--- config.mk ---
export PLATFORM = sky130hd
export DESIGN_NAME = best_fit_block_allocator
export DESIGN_NICKNAME = d
export VERILOG_FILES = /design/src/sv/bfba_pkg.sv /design/src/sv/best_fit_block_allocator.sv /design/src/sv/bfba_ctrl.sv /design/src/sv/bfba_datapath.sv
export SDC_FILE = /design/constraint.sdc
export NUM_CORES = 1
export LEC_CHECK = 0
export BUFFER_PORTS_ARGS = -buffer_cell sky130_fd_sc_hd__buf_2
export CAP_MARGIN = 20
export CORE_ASPECT_RATIO = 0.7
export CORE_UTILIZATION = 56
export DETAILED_ROUTE_END_ITERATION = 7
export GPL_ROUTABILITY_DRIVEN = 0
export GPL_TIMING_DRIVEN = 0
export HOLD_SLACK_MARGIN = 0.02
export PLACE_DENSITY = 0.76
export SLEW_MARGIN = 5
export SYNTH_ARGS = -nofsm -noshare
export SYNTH_HDL_FRONTEND = slang
export SYNTH_SLANG_ARGS = --single-unit
--- constraint.sdc ---
create_clock -name clk -period 4.2 [get_ports clk]
set_clock_uncertainty 0.1 [all_clocks]
set_input_delay 0.84 -clock clk [delete_from_list [all_inputs] [get_ports clk]]
set_output_delay 0.84 -clock clk [all_outputs]
set_load 0.05 [all_outputs]
--- src/sv/bfba_pkg.sv ---
// ----------------------------------------------------------------------------
// bfba_pkg
// Shared constants, codes and controller/datapath interface types for the
// best-fit block allocator.
// ----------------------------------------------------------------------------
package bfba_pkg;

	localparam int TABLE_DEPTH = 16;
	localparam int SLOT_W      = $clog2(TABLE_DEPTH);
	localparam int COUNT_W     = $clog2(TABLE_DEPTH + 1);
	localparam int SIZE_W      = 24;
	localparam int WAIT_W      = 16;
	localparam int MODE_W      = 2;
	localparam int STATUS_W    = 2;
	localparam int OSLOT_W     = 4;
	localparam int IN_DATA_W   = 32;
	localparam int OUT_DATA_W  = 48;

	localparam logic [MODE_W-1:0] MODE_LOAD    = 2'd0;
	localparam logic [MODE_W-1:0] MODE_REQUEST = 2'd1;
	localparam logic [MODE_W-1:0] MODE_CLEAR   = 2'd2;

	localparam logic [STATUS_W-1:0] ST_LOADED  = 2'd0;
	localparam logic [STATUS_W-1:0] ST_GRANTED = 2'd1;
	localparam logic [STATUS_W-1:0] ST_WAIT    = 2'd2;
	localparam logic [STATUS_W-1:0] ST_FULL    = 2'd3;

	localparam logic [WAIT_W-1:0] WAIT_MAX = {WAIT_W{1'b1}};

	typedef struct packed {
		logic capture;   // latch the input item, restart the scan
		logic scan;      // read one table entry, advance the scan index
		logic commit;    // update state and load the output register
	} bfba_cmd_t;

	typedef struct packed {
		logic is_request;
		logic scan_last;
		logic out_busy;
	} bfba_status_t;

	// low bits of a slot number, zero-extended when the table is small
	function automatic logic [OSLOT_W-1:0] slot_field(input logic [SLOT_W-1:0] idx);
		logic [SLOT_W+OSLOT_W-1:0] ext;
		ext = (SLOT_W + OSLOT_W)'(idx);
		return ext[OSLOT_W-1:0];
	endfunction

endpackage

--- src/sv/best_fit_block_allocator.sv ---
// Timing: load, clear and unused mode go from capture straight to commit; a request
// first runs the one-entry-a-cycle scan through the single read port of the block size
// memory, then a drain state for the last compare. Commit waits while the output is stalled.
// Throughput: one item at a time; a new item is accepted only after the previous one
// commits, while its result may still wait in the output register.
// Reset: arst_n clears fill count, used flags, wait count and control at once.
// ----------------------------------------------------------------------------
// best_fit_block_allocator
// Table of block sizes with used flags; grants the smallest unused block that
// fits a request, lowest slot on ties, and counts requests that must wait.
// ----------------------------------------------------------------------------
module best_fit_block_allocator
	import bfba_pkg::*;
(
	input  logic                  clk,
	input  logic                  arst_n,
	input  logic                  s_tvalid,
	output logic                  s_tready,
	input  logic [IN_DATA_W-1:0]  s_tdata,   // mode[1:0], size_value[25:2]
	output logic                  m_tvalid,
	input  logic                  m_tready,
	output logic [OUT_DATA_W-1:0] m_tdata    // status[1:0], granted_slot[5:2],
	                                         // granted_size[29:6], waiting_total[45:30]
);

	bfba_cmd_t    cmd;
	bfba_status_t stat;

	bfba_ctrl u_ctrl (
		.clk      (clk),
		.arst_n   (arst_n),
		.s_tvalid (s_tvalid),
		.s_tready (s_tready),
		.stat     (stat),
		.cmd      (cmd)
	);

	bfba_datapath u_datapath (
		.clk      (clk),
		.arst_n   (arst_n),
		.in_mode  (s_tdata[MODE_W-1:0]),
		.in_size  (s_tdata[MODE_W+SIZE_W-1:MODE_W]),
		.cmd      (cmd),
		.stat     (stat),
		.m_tvalid (m_tvalid),
		.m_tready (m_tready),
		.m_tdata  (m_tdata)
	);

endmodule

--- src/sv/bfba_ctrl.sv ---
// ----------------------------------------------------------------------------
// bfba_ctrl
// Sequencer of the allocator: accepts one item, runs the table scan for
// requests and commits the result once the output register is free.
// ----------------------------------------------------------------------------
module bfba_ctrl
	import bfba_pkg::*;
(
	input  logic         clk,
	input  logic         arst_n,
	input  logic         s_tvalid,
	output logic         s_tready,
	input  bfba_status_t stat,
	output bfba_cmd_t    cmd
);

	localparam logic [1:0] S_IDLE  = 2'd0;
	localparam logic [1:0] S_SCAN  = 2'd1;
	localparam logic [1:0] S_DRAIN = 2'd2;
	localparam logic [1:0] S_DONE  = 2'd3;

	logic [1:0] state_q;
	logic [1:0] state_d;

	assign s_tready = (state_q == S_IDLE);

	always_comb begin
		state_d     = state_q;
		cmd.capture = 1'b0;
		cmd.scan    = 1'b0;
		cmd.commit  = 1'b0;
		case (state_q)
			S_IDLE: begin
				if (s_tvalid) begin
					cmd.capture = 1'b1;
					state_d     = stat.is_request ? S_SCAN : S_DONE;
				end
			end
			S_SCAN: begin
				cmd.scan = 1'b1;
				if (stat.scan_last) begin
					state_d = S_DRAIN;
				end
			end
			// last compare lands here
			S_DRAIN: begin
				state_d = S_DONE;
			end
			S_DONE: begin
				if (!stat.out_busy) begin
					cmd.commit = 1'b1;
					state_d    = S_IDLE;
				end
			end
			default: begin
				state_d = S_IDLE;
			end
		endcase
	end

	always_ff @(posedge clk or negedge arst_n) begin
		if (!arst_n) begin
			state_q <= S_IDLE;
		end else begin
			state_q <= state_d;
		end
	end

	a_commit_free: assert property (@(posedge clk) disable iff (!arst_n)
		cmd.commit |-> !stat.out_busy)
		else $error("commit while output register stalled");

	a_scan_to_drain: assert property (@(posedge clk) disable iff (!arst_n)
		(state_q == S_SCAN && stat.scan_last) |=> state_q == S_DRAIN)
		else $error("scan did not end in drain");

	a_drain_to_done: assert property (@(posedge clk) disable iff (!arst_n)
		state_q == S_DRAIN |=> state_q == S_DONE)
		else $error("drain did not lead to done");

endmodule

--- src/sv/bfba_datapath.sv ---
// ----------------------------------------------------------------------------
// bfba_datapath
// Block size memory, used flags, counters, best-fit compare unit and the
// output register of the allocator.
// ----------------------------------------------------------------------------
module bfba_datapath
	import bfba_pkg::*;
(
	input  logic                  clk,
	input  logic                  arst_n,
	input  logic [MODE_W-1:0]     in_mode,
	input  logic [SIZE_W-1:0]     in_size,
	input  bfba_cmd_t             cmd,
	output bfba_status_t          stat,
	output logic                  m_tvalid,
	input  logic                  m_tready,
	output logic [OUT_DATA_W-1:0] m_tdata
);

	logic [SIZE_W-1:0]  sizes_mem [TABLE_DEPTH];
	logic [TABLE_DEPTH-1:0] used_q;
	logic [COUNT_W-1:0] count_q;
	logic [WAIT_W-1:0]  wait_q;

	logic [MODE_W-1:0]  mode_q;
	logic [SIZE_W-1:0]  size_q;

	logic [SLOT_W-1:0]  idx_q;
	logic [SLOT_W-1:0]  idx_s1;
	logic               cmp_vld_s1;
	logic [SIZE_W-1:0]  rd_s1;

	logic               found_q;
	logic [SLOT_W-1:0]  best_slot_q;
	logic [SIZE_W-1:0]  best_size_q;

	logic               out_valid_q;
	logic [STATUS_W-1:0] out_status_q;
	logic [OSLOT_W-1:0] out_slot_q;
	logic [SIZE_W-1:0]  out_size_q;
	logic [WAIT_W-1:0]  out_wait_q;

	logic               hit;
	logic               table_full;
	logic [SLOT_W-1:0]  wr_slot;

	assign table_full = (count_q >= COUNT_W'(TABLE_DEPTH));
	assign wr_slot    = count_q[SLOT_W-1:0];

	assign hit = cmp_vld_s1 && !used_q[idx_s1] && (rd_s1 >= size_q)
		&& (!found_q || (rd_s1 < best_size_q));

	assign stat.is_request = (in_mode == MODE_REQUEST);
	assign stat.scan_last  = (idx_q == SLOT_W'(TABLE_DEPTH - 1));
	assign stat.out_busy   = out_valid_q && !m_tready;

	assign m_tvalid = out_valid_q;
	assign m_tdata  = {2'b00, out_wait_q, out_size_q, out_slot_q, out_status_q};

	// block size memory: written on a load commit, read during the scan
	always_ff @(posedge clk) begin
		if (cmd.commit && mode_q == MODE_LOAD && !table_full) begin
			sizes_mem[wr_slot] <= size_q;
		end
		rd_s1 <= sizes_mem[idx_q];
	end

	// item and scan registers
	always_ff @(posedge clk) begin
		idx_s1 <= idx_q;
		if (cmd.capture) begin
			mode_q <= in_mode;
			size_q <= in_size;
		end
		if (hit) begin
			best_slot_q <= idx_s1;
			best_size_q <= rd_s1;
		end
	end

	always_ff @(posedge clk or negedge arst_n) begin
		if (!arst_n) begin
			idx_q      <= '0;
			cmp_vld_s1 <= 1'b0;
			found_q    <= 1'b0;
		end else begin
			// entries at or above the fill count are never compared
			cmp_vld_s1 <= cmd.scan && (COUNT_W'(idx_q) < count_q);
			if (cmd.capture) begin
				idx_q   <= '0;
				found_q <= 1'b0;
			end else begin
				if (cmd.scan) begin
					idx_q <= idx_q + SLOT_W'(1);
				end
				if (hit) begin
					found_q <= 1'b1;
				end
			end
		end
	end

	// table state and result
	always_ff @(posedge clk or negedge arst_n) begin
		if (!arst_n) begin
			used_q      <= '0;
			count_q     <= '0;
			wait_q      <= '0;
			out_valid_q <= 1'b0;
		end else begin
			if (cmd.commit) begin
				out_valid_q <= 1'b1;
			end else if (m_tready) begin
				out_valid_q <= 1'b0;
			end
			if (cmd.commit) begin
				case (mode_q)
					MODE_LOAD: begin
						if (!table_full) begin
							used_q[wr_slot] <= 1'b0;
							count_q         <= count_q + COUNT_W'(1);
						end
					end
					MODE_REQUEST: begin
						if (found_q) begin
							used_q[best_slot_q] <= 1'b1;
						end else if (wait_q != WAIT_MAX) begin
							wait_q <= wait_q + WAIT_W'(1);
						end
					end
					MODE_CLEAR: begin
						used_q  <= '0;
						count_q <= '0;
						wait_q  <= '0;
					end
					default: begin
					end
				endcase
			end
		end
	end

	always_ff @(posedge clk) begin
		if (cmd.commit) begin
			case (mode_q)
				MODE_LOAD: begin
					out_status_q <= table_full ? ST_FULL : ST_LOADED;
					out_slot_q   <= '0;
					out_size_q   <= '0;
					out_wait_q   <= wait_q;
				end
				MODE_REQUEST: begin
					out_status_q <= found_q ? ST_GRANTED : ST_WAIT;
					out_slot_q   <= found_q ? slot_field(best_slot_q) : '0;
					out_size_q   <= found_q ? best_size_q : '0;
					out_wait_q   <= (!found_q && wait_q != WAIT_MAX) ?
						wait_q + WAIT_W'(1) : wait_q;
				end
				MODE_CLEAR: begin
					out_status_q <= ST_LOADED;
					out_slot_q   <= '0;
					out_size_q   <= '0;
					out_wait_q   <= '0;
				end
				default: begin
					out_status_q <= ST_LOADED;
					out_slot_q   <= '0;
					out_size_q   <= '0;
					out_wait_q   <= wait_q;
				end
			endcase
		end
	end

	a_count_bound: assert property (@(posedge clk) disable iff (!arst_n)
		count_q <= COUNT_W'(TABLE_DEPTH))
		else $error("fill count beyond table depth");

	a_grant_fits: assert property (@(posedge clk) disable iff (!arst_n)
		(cmd.commit && mode_q == MODE_REQUEST && found_q) |-> best_size_q >= size_q)
		else $error("granted block smaller than request");

	a_grant_unused: assert property (@(posedge clk) disable iff (!arst_n)
		(cmd.commit && mode_q == MODE_REQUEST && found_q) |->
		(!used_q[best_slot_q] && COUNT_W'(best_slot_q) < count_q))
		else $error("granted slot used or not loaded");

	a_out_hold: assert property (@(posedge clk) disable iff (!arst_n)
		(out_valid_q && !m_tready) |=> out_valid_q)
		else $error("stalled result dropped");

endmodule

==> metrics <==
sequential share of the synthesized area 0.721; XOR/XNOR Fraction of Synth Area 0.00117; Top Metal Used met4; combinational family with the most area after synthesis multiplexers; H-Tree Depth 2; Worst EP required 4.37 ns; Synth Area in Adders 0.0355; diode count 0; crit path kind reg -> reg; Startpoint Class register; most used cells in the layout excluding fill and tap cells edfxtp_1, mux4_2, buf_2; post-synthesis cell area 22500 µm²; share of layout cells above drive strength 1 0.240; Synth Area in Simple Gates 0.0465; YS warnings 0; drt pass-1 iters 6; first-pass GRT wire length approximately 74000 µm; wire length per cell ~25 µm; via count 12100; Total Wirelength slightly below 50000 µm; # fillers ~2700; grt total ovfl 0; RSZ-0062 raised after global routing no; fin util 0.639; maximum clock insertion buffer count 3; Final period util 0.892; clock transition at the registers of the reported paths approximately 0.06 ns; row count just over 60; worst r2r path cells 9; gr usage total 0.248; met2 wire len roughly 22000 µm; IO Pins 86; worst hold path class in -> async; die area between 40000 and 50000 µm²; initial antenna violation count 0; crit end category register; area delta synth->final 12.6%; EDFF count, synth 484; largest net degree at the start of global routing 41; Arr. time, crit path around 3.9 ns; number of remaining DRC errors 0; worst slew pin tran 1.01 ns; crit path time final ~3.7 ns; pre-CTS WS roughly 0.16 ns; Leak roughly 8.8 nW; Antenna Nets Post-Route 0; final worst-path setup slack between 0.4 and 0.5 ns; Die Span Y 170 µm; Die X 242 µm; peak supply drop just over 0.0004 V; # setup viols final 0; clk sinks 558; Power Density between 600 and 700 nW/µm²; core area between 30000 and 40000 µm²; Final Hold Fails 0; mux contribution to synthesized area 0.126; Compound-Gate Fraction of Synth Area 0.0470; ys async rst share 0.0824; number of global-route vias before repair 12200; Metal-1 WL ~21000 µm; Synth Flop Type edfxtp_1; DRT iter0 DRCs around 1600; launching point of the worst reg2reg path u_datapath.size_q[11]; worst rel slew slack 0.328; Distinct cells, synth 60; Achievable Freq between 200 and 300 MHz; R2R Path End u_datapath.best_size_q[17]; most common cell after layout, fill and taps aside edfxtp_1; buffers added on ports between 70 and 80; FF-to-FF setup slack 0.45 ns; hold_ws around 0.070 ns; design area 25400 µm²; Root Buffer clkbuf_16; Slew Viols, Final 0; Routed met3 length roughly 5000 µm; clk_lat worst skew ~0.6 ns; DR vias/cell about 6.1; final net count about 1500; Seq cells post-synth ~560; DP HPWL between 30000 and 40000 µm; status completed; CP max FO 17; total CTS buffers between 50 and 60; Starting Density 0.568; dpl cell area between 20000 and 25000 µm²; CTS tree done; syn_area_per_cell 18.0 µm²; max cap viols 0; Mapped Cells roughly 1300
==> report_power, final <==
part / internal, mW / leakage, nW / switching, mW
Combinational: 1.87 / 2.79 / 2.77
Sequential: 6.81 / 5.24 / 0.489
Clock: 2.55 / 0.799 / 2.01
Total: 11.2 / 8.83 / 5.26
==> cell families after synthesis <==
family          Yosys count
other cells               1
compound gates          166
xor+xnor                  3
flops                   558
fa+ha+maj                64
buf+inv                 123
mux                     127
simple gates            210
==> worst max-delay path, stage by stage, from the launching register on <==
cell,delay [ns]
edfxtp_1,0.64
inv_1,0.15
ha_1,0.36
nand2_1,0.07
o21a_1,0.28
a2111o_1,0.49
a41oi_1,0.47
o21ai_1,0.23
a211oi_4,0.36
buf_4,0.28
==> flip-flops by register name (all words and copies together), names as in the netlist, 4 cells and up <==
signal / cells
u_datapath.idx_s1: 4
u_datapath.size_q: 24
u_datapath.out_wait_q: 16
u_datapath.wait_q: 16
u_datapath.used_q: 16
u_datapath.best_slot_q: 4
u_datapath.rd_s1: 24
u_datapath.idx_q: 4
u_datapath.sizes_mem: 384
u_datapath.best_size_q: 24
u_datapath.out_slot_q: 4
u_datapath.out_size_q: 24
u_datapath.count_q: 5
==> layout make-up <==
cell class	count	area, µm²	share of cell area
multi-input combinational	572	5810	0.229
tap	535	669	0.0264
inverter	66	248	0.00976
clock buffer	72	1420	0.0558
buffer	57	267	0.0105
timing repair buffer	85	494	0.0195
clock inverter	24	221	0.00873
sequential	558	16200	0.640
==> metrics by stage <==
| step | power [mW] | std cells | setup TNS, ns |
|---|---|---|---|
| 6_report | 16.5 | 1969 | 0 |
| 5_1_grt | 17.1 | 1969 | 0 |
| 4_1_cts | 16.5 | 1965 | 0 |
| 3_5_place_dp | 12.0 | 1869 | 0 |
| 3_3_place_gp | 11.8 | 1865 | -22.04 |
| 2_1_floorplan | 10.6 | 1253 | 0 |
==> synth_stat cells, types with 2 or more instances <==
cell	instances	area share
inv_1	65	0.011
a21o_1	7	0.0023
and3_1	9	0.0025
dfxtp_1	28	0.025
a22o_1	7	0.0027
a211oi_1	3	0.0010
buf_1	3	0.00050
nor3_2	2	0.00089
and2_1	18	0.0050
nor2_1	61	0.010
mux4_2	125	0.12
or3_1	2	0.00056
o21ai_0	45	0.010
buf_2	20	0.0044
nand2b_1	11	0.0031
nand3b_1	2	0.00067
a32o_1	4	0.0018
a31oi_1	10	0.0028
buf_4	5	0.0017
nor2b_1	9	0.0025
edfxtp_1	484	0.64
o211ai_1	2	0.00067
nor3_1	13	0.0029
o22a_1	8	0.0031
nand2_1	39	0.0065
clkbuf_1	28	0.0047
o31ai_1	11	0.0037
o21ai_1	3	0.00067
nand3_1	30	0.0067
ha_1	64	0.036
nand4_1	7	0.0019
a21oi_1	46	0.010
xor2_1	2	0.00078
a41oi_1	5	0.0019
dfrtp_1	46	0.051
o21a_1	4	0.0013
==> worst max-delay path by stage <==
stage,endpoint,from,slack [ns]
finish,u_datapath.best_size_q[17],u_datapath.size_q[11],0.45
global route,u_datapath.best_size_q[17],u_datapath.size_q[11],0.28
CTS,u_datapath.best_size_q[10],u_datapath.size_q[11],0.10
detailed placement,u_datapath.best_size_q[9],u_datapath.size_q[11],0.16
global placement,u_datapath.best_size_q[9],u_datapath.size_q[11],-0.79
floorplan,u_datapath.best_size_q[0],u_datapath.size_q[11],0.77
==> layer usage <==
layer / global-route usage / vias to the layer above
met5: 0 / -
met4: 0.101 / 0
met3: 0.0568 / 117
met2: 0.368 / 647
met1: 0.359 / 6084
li1: - / 5244
==> what timing repair did <==
item                       CTS  global route
setup buffers                0             3
hold buffers                 0             0
resized for setup            0             0
setup endpoints to repair    0            15
Note: power is estimated with default switching activity, not from simulation.
